===== config.mk =====
export PLATFORM = sky130hd
export DESIGN_NAME = swm_cell
export DESIGN_NICKNAME = d
export VERILOG_FILES = /design/src/rtl/core/swm_pkg.sv /design/src/rtl/core/swm_cell.sv
export SDC_FILE = /design/constraint.sdc
export NUM_CORES = 1
export LEC_CHECK = 0
export ABC_AREA = 1
export BUFFER_PORTS_ARGS = -buffer_cell sky130_fd_sc_hd__buf_2
export CAP_MARGIN = 30
export CORE_MARGIN = 1.5
export CORE_UTILIZATION = 52
export CTS_CLUSTER_SIZE = 14
export DETAILED_ROUTE_END_ITERATION = 10
export GPL_TIMING_DRIVEN = 0
export HOLD_SLACK_MARGIN = 0.1
export PLACE_DENSITY = 0.95
export SLEW_MARGIN = 20
export SYNTH_ARGS = -nofsm -noshare
export SYNTH_HDL_FRONTEND = slang
export SYNTH_SLANG_ARGS = --single-unit

===== constraint.sdc =====
create_clock -name clk -period 3.65 [get_ports clk]
set_input_delay 0.1825 -clock clk [delete_from_list [all_inputs] [get_ports clk]]
set_output_delay 0.1825 -clock clk [all_outputs]
set_load 0.1 [all_outputs]

===== src/rtl/core/swm_pkg.sv =====
package swm_pkg;

  // Default sizing of the candidate chain and the sample datapath.
  localparam int MAX_WINDOW   = 64;
  localparam int SAMPLE_WIDTH = 32;

  // Window size register.
  localparam int              CFG_W        = 7;
  localparam logic [CFG_W-1:0] WINDOW_RESET = 7'd1;

  // Control broadcast from the top level to every cell of the chain.
  typedef struct packed {
    logic step;   // a sample is accepted this cycle
    logic shift;  // the chain moves one place toward the front
    logic clear;  // a new sequence starts, all candidates are dropped
  } cell_ctrl_t;

endpackage


===== src/rtl/core/swm_cell.sv =====
module swm_cell #(
  parameter int SW   = swm_pkg::SAMPLE_WIDTH,
  parameter int MAXW = swm_pkg::MAX_WINDOW,
  parameter int AW   = $clog2(MAXW + 1)
) (
  input  logic                 clk,
  input  logic                 rst,
  input  swm_pkg::cell_ctrl_t  ctrl,
  input  logic signed [SW-1:0] sample,
  // Stored entry of the neighbor one place further back.
  input  logic                 rt_valid,
  input  logic signed [SW-1:0] rt_value,
  input  logic [AW-1:0]        rt_age,
  // The neighbor one place further front keeps its candidate.
  input  logic                 lt_survive,
  output logic                 valid,
  output logic signed [SW-1:0] value,
  output logic [AW-1:0]        age,
  output logic                 survive,
  output logic signed [SW-1:0] next_value
);

  logic                 src_valid;
  logic signed [SW-1:0] src_value;
  logic [AW-1:0]        src_age;
  logic [AW-1:0]        age_inc;
  logic                 take_new;

  // Entry seen by this place after an optional front drop.
  always_comb begin
    src_valid = ctrl.shift ? rt_valid : valid;
    src_value = ctrl.shift ? rt_value : value;
    src_age   = ctrl.shift ? rt_age   : age;
    if (ctrl.clear) begin
      src_valid = 1'b0;
    end
  end

  // A candidate stays only while it is strictly larger than the new sample.
  assign survive    = src_valid && (src_value > sample);
  assign take_new   = !survive && lt_survive;
  assign next_value = survive ? src_value : sample;
  assign age_inc    = (src_age >= AW'(MAXW)) ? src_age : src_age + AW'(1);

  // Cell storage.
  always_ff @(posedge clk) begin
    if (rst) begin
      valid <= 1'b0;
      age   <= '0;
    end else if (ctrl.step) begin
      valid <= survive || take_new;
      value <= next_value;
      age   <= survive ? age_inc : '0;
    end else if (ctrl.shift) begin
      valid <= rt_valid;
      value <= rt_value;
      age   <= rt_age;
    end
  end

endmodule


Word level (Yosys, flattened, before mapping)
Index checks and enable logic that the tools add are counted.
{"block": "word_totals", "register_bits": 40, "latchBits": 0, "mem_bits_rw": 0, "mem_bits_ro": 0, "inputBits": 78, "out_inout_bits": 73, "wordCells": 20, "n_memories": 0}
{"block": "classes", "addsub": 1, "n_mul": 0, "div": 0, "order_cmp": 2, "eq_ne": 0, "n_shift": 0, "n_mux": 10, "n_bitwise": 0, "reduce_logical": 4}
{"cell": "$mux 32", "n": 3}
{"cell": "$gt 32x32->1", "n": 1}
{"cell": "$mux 7", "n": 4}
{"cell": "$add 7x1->7 const B", "n": 1}
{"cell": "$ge 7x7->1 const B", "n": 1}
{"cell": "$mux 1", "n": 3}
{"cell": "$logic_and 1x1->1", "n": 2}
{"cell": "$logic_not 1->1", "n": 1}
{"cell": "$logic_or 1x1->1", "n": 1}

Logic depth before layout (Yosys ltp)
{"block": "depth", "ltp_word": 7, "depth_mapped": 22}

Least setup slack after synthesis
OpenSTA, ideal clock, no wires.
{"block": "synth_path", "kind": "register -> output", "from": "register value[31]", "to": "output next_value[22]", "t_arrival_ns": 4.716, "path_slack_ns": -1.248, "path_stages_with_launch": 13, "cell_sequence": "edfxtp_1 nand2_1 nand2_1 ha_1 a21oi_1 o21a_1 nand2_1 a21oi_1 nand3_1 nand3_2 inv_2 buf_2 o21ai_0"}
{"block": "synth_via", "elab_chain_len": 4}
{"element": "start, declared", "line": "swm_cell.sv:17", "text": "output logic signed [SW-1:0] value,"}
{"element": "start signal, assigned", "line": "swm_cell.sv:52", "text": "value <= next_value;"}
{"element": "start signal, assigned", "line": "swm_cell.sv:56", "text": "value <= rt_value;"}
{"element": "$mux 32"}
{"element": "$gt 32x32->1", "line": "swm_cell.sv:40", "text": "assign survive = src_valid && (src_value > sample);"}
{"element": "$logic_and 1x1->1", "line": "swm_cell.sv:40"}
{"element": "net survive", "line": "swm_cell.sv:19", "text": "output logic survive,"}
{"element": "$mux 32", "line": "swm_cell.sv:42", "text": "assign next_value = survive ? src_value : sample;"}
{"element": "end, declared", "line": "swm_cell.sv:20", "text": "output logic signed [SW-1:0] next_value"}
The timed path passes the listed nets, and every way through them passes these cells.

Worst setup path after layout
{"block": "layout_path", "from": "input ctrl[1] (netlist name)", "to": "output next_value[10]"}
{"block": "layout_via", "elab_chain_len": 4, "elab_cells_between_ends": 6, "classes_between": "order compare (1); mux (4); reduce/logical (1)"}
{"element": "start, declared", "line": "swm_cell.sv:8", "text": "input swm_pkg::cell_ctrl_t ctrl,"}
{"element": "$mux 32 / $mux 1 (equally long branches)"}
{"element": "$gt 32x32->1 / $mux 1 (equally long branches)", "line": "swm_cell.sv:40, swm_cell.sv:34"}
{"element": "$logic_and 1x1->1", "line": "swm_cell.sv:40"}
{"element": "$mux 32 (*)", "line": "swm_cell.sv:42"}
Mark *: on every way between the ends. The rest lies on a longest branch, timed or not.

==> run_results.csv <==
group,metric,value,unit
status,status,"completed",
placement,place_hpwl,7910,µm
route,ant_nets,0,
cts,cts_buffers,5,
floorplanning,die_area,0.00718,mm²
critical_path,cp_data_required_time,3.47,ns
timing,finClkSkew,0.0130,ns
critical_path,path_cells,"buf_4 -> buf_2 -> clkbuf_2 -> nand2_1 -> nand2_1 -> ha_1 -> a21oi_1 -> o21ai_0 -> nand2_1 -> nand2_1 -> a21oi_1 -> nand2_1 -> nand2_1 -> nand3_2 -> inv_2 -> buf_4 -> nand2_1 -> o21ai_2 -> buf_2",
route,drt_iter0_drc,240,
critical_path,worstSetupPathDepth,19,
logic_synthesis,seq_area_frac_synth,0.323,
cts,cts_tree,"built",
cts,h-tree-depth,2,
timing,worstMarginPinSlew,0.797,ns
logic_synthesis,ys_warn_count,0,
logic_synthesis,netlist_area,0.00348,mm²
logic_synthesis,syn_inst,524,
timing,layout_min_cycle_time,3.39,ns
critical_path,worst-path-buf-inv,6,
route,first_pass_iters,5,
finish,layout-drive-gt1-share,0.301,
logic_synthesis,synth.distinct_cells,27,
critical_path,crit_top_cell,"nand2_1",
floorplanning,io_pins,151,
critical_path,slowest_stage,"buf_2",
route,wirelength,10500,µm
floorplanning,start_util,0.544,
finish,areaGrowthSynthToFinish,31.2,%
timing,max_freq,295,MHz
grt,grt-ovfl-total,0,
placement,dp.cells,749,
timing,fin_crit_sh,0.928,
timing,drv_slew,0,
logic_synthesis,syn-num-nets,636,
floorplanning,core_area,0.00639,mm²
cts,cts_sinks,40,
finish,fill_cells,534,
route,drc_errors,0,
route,vias,3975,
critical_path,startpoint_type,"input pin",
route,vias_per_cell,5.25,
critical_path,reg2regPathDepth,15,
logic_synthesis,synthTopCellsByArea,"edfxtp_1 (28%), nand2_1 (26%), ha_1 (12%), inv_1 (5.4%), nand3_1 (5.2%)",
floorplanning,rows,29,
finish,layout_commonest_cell,"nand2_1",
hold_path,hp-class,"in2reg",
critical_path,cpLargestDelayFamily,"buffers and inverters",
placement,pre_cts_slack,0.151,ns
route,wl_per_cell,13.8,µm
logic_synthesis,synth_top_area_cell,"edfxtp_1",
timing,report.final.setup_viol,0,
grt,grt_pass1_wl,17400,µm
floorplanning,fp.dieW,84.8,µm
finish,fin_cells,757,
placement,gp_congestion,0.918,
timing,fin_setup_tns,0,ns
cts,cts_hold_buffers,0,
cts,cts_root_buf,"clkbuf_8",
finish,fin_nets,791,
critical_path,crit_path_max_fanout,10,
logic_synthesis,async_flop_share,0,
critical_path,cp_slowest_stage_delay,0.44,ns
power_and_ir_drop,p_leak,2.61,nW
logic_synthesis,synth_edf_count,32,
cts,path_clk_slew,0.10,ns
timing,worst_slack,0.262,ns
finish,final_cell_mix,"nand2_1 (242), buf_2 (148), inv_1 (49)",
placement,portBuffers,148,
logic_synthesis,syn_area_per_cell,6.63,µm²
timing,relSlewSlack,0.468,
grt,grtUsageTotal,0.296,
hold_path,worstHoldPathCells,5,
power_and_ir_drop,vdd_drop_max,0.000331,V
grt,grt_max_degree,35,
cts,clockBufferDepth,2,
power_and_ir_drop,p_per_area,455,mW/mm²
floorplanning,die_h,84.8,µm
grt,antenna_found_initial,0,
timing,rsz0062_at_grt,"no",
power_and_ir_drop,p_total,2.07,mW
critical_path,crit_type,"in2out",
critical_path,end_kind,"primary output",
critical_path,critPathArrivalTime,3.21,ns
timing,finalHoldViolations,0,
logic_synthesis,synth.top_cell.area_share,0.276,
logic_synthesis,synth_seq_cells,40,
grt,grt_pass1_vias,3866,
finish,n_antenna_cell,0,
run,cap_violations,0,
logic_synthesis,synth_flop_cell,"edfxtp_1",
cts,worst_skew_pair.late_latency,0.31,ns
layer usage:
layer | vias to the layer above | track usage | part of all wire | wire [µm]
li1 | 1984 | - | - | -
met1 | 1783 | 0.359 | 0.41 | 4310
met3 | 23 | 0.0482 | 0.072 | 751
met2 | 185 | 0.530 | 0.50 | 5210
met4 | 0 | 0.107 | 0.020 | 212
met5 | - | 0 | 0 | 0
flip-flops by register name (all words and copies together) (netlist names):
signal,flops
value,32
age,7
valid,1
cell usage after synthesis, types with 3 or more instances:
cell        n
nand2_1   242
inv_1      50
nand3_1    36
o21ai_0    36
ha_1       34
edfxtp_1   32
nor2_1     20
a21oi_1    15
clkbuf_1    8
dfxtp_1     8
buf_2       7
buf_4       7
mux2i_1     4
o21ai_1     3
or2_2       3
xnor2_1     3
timing repair:
action / in CTS / in global routing
setup buffers: 0 / 0
gates resized for setup: 0 / 18
endpoints found under the setup margin: 0 / 32
report_power, final:
part / leakage, nW / internal, mW / switching (mW) / total [mW]
Clock: 0.0729 / 0.260 / 0.188 / 0.448
Combinational: 2.16 / 0.215 / 0.850 / 1.07
Sequential: 0.385 / 0.541 / 0.0187 / 0.560
Total: 2.61 / 1.02 / 1.06 / 2.07
cell type report:
class / count / area (µm²) / share of cell area
Clock buffer: 8 / 144 / 0.0316
Buffer: 24 / 133 / 0.0291
Timing Repair Buffer: 148 / 758 / 0.166
Tap cell: 77 / 96.3 / 0.0211
Sequential cell: 40 / 1120 / 0.246
Inverter: 52 / 195 / 0.0428
Multi-Input combinational cell: 408 / 2110 / 0.463
kinds of logic after synthesis:
kind of cell | share of synthesized area
compound gates | 0.0842
buf+inv | 0.0922
mux | 0.0115
fa+ha+maj | 0.122
flops | 0.323
simple gates | 0.355
xor+xnor | 0.0126
stage by stage:
stage	util	area (µm²)	hold slack, ns
2_1_floorplan	-	3550	0.370
3_3_place_gp	0.688	4390	0.476
3_5_place_dp	0.688	4390	0.477
4_1_cts	0.710	4540	0.159
5_1_grt	0.714	4560	0.193
6_report	0.714	4560	0.160
worst reg2reg max path, cell delays in order, from the launching register on:
cell and delay (ns):
edfxtp_1 0.40, nand2_1 0.08, nand2_1 0.09, ha_1 0.36, nand2_1 0.09, nor2_1 0.14, nand2_1 0.11, nor2_1 0.15
nand2_1 0.09, nand2_1 0.06, nand2_1 0.06, nand3_2 0.17, nand2_2 0.14, buf_4 0.21, nand2_1 0.09, nand2_1 0.07
worst paths after layout:
| check | start | endpoint | slack, ns |
|---|---|---|---|
| worst max-delay path | ctrl[1] | next_value[10] | 0.26 |
| worst min-delay path | lt_survive | valid$_SDFF_PP0_ | 0.16 |
| worst max register to register | value[31]$_DFFE_PN_ | value[14]$_DFFE_PN_ | 1.10 |
| worst min register to register | age[0]$_SDFF_PP0_ | age[0]$_SDFF_PP0_ | 0.67 |
Note: power is estimated with default switching activity, not from simulation.
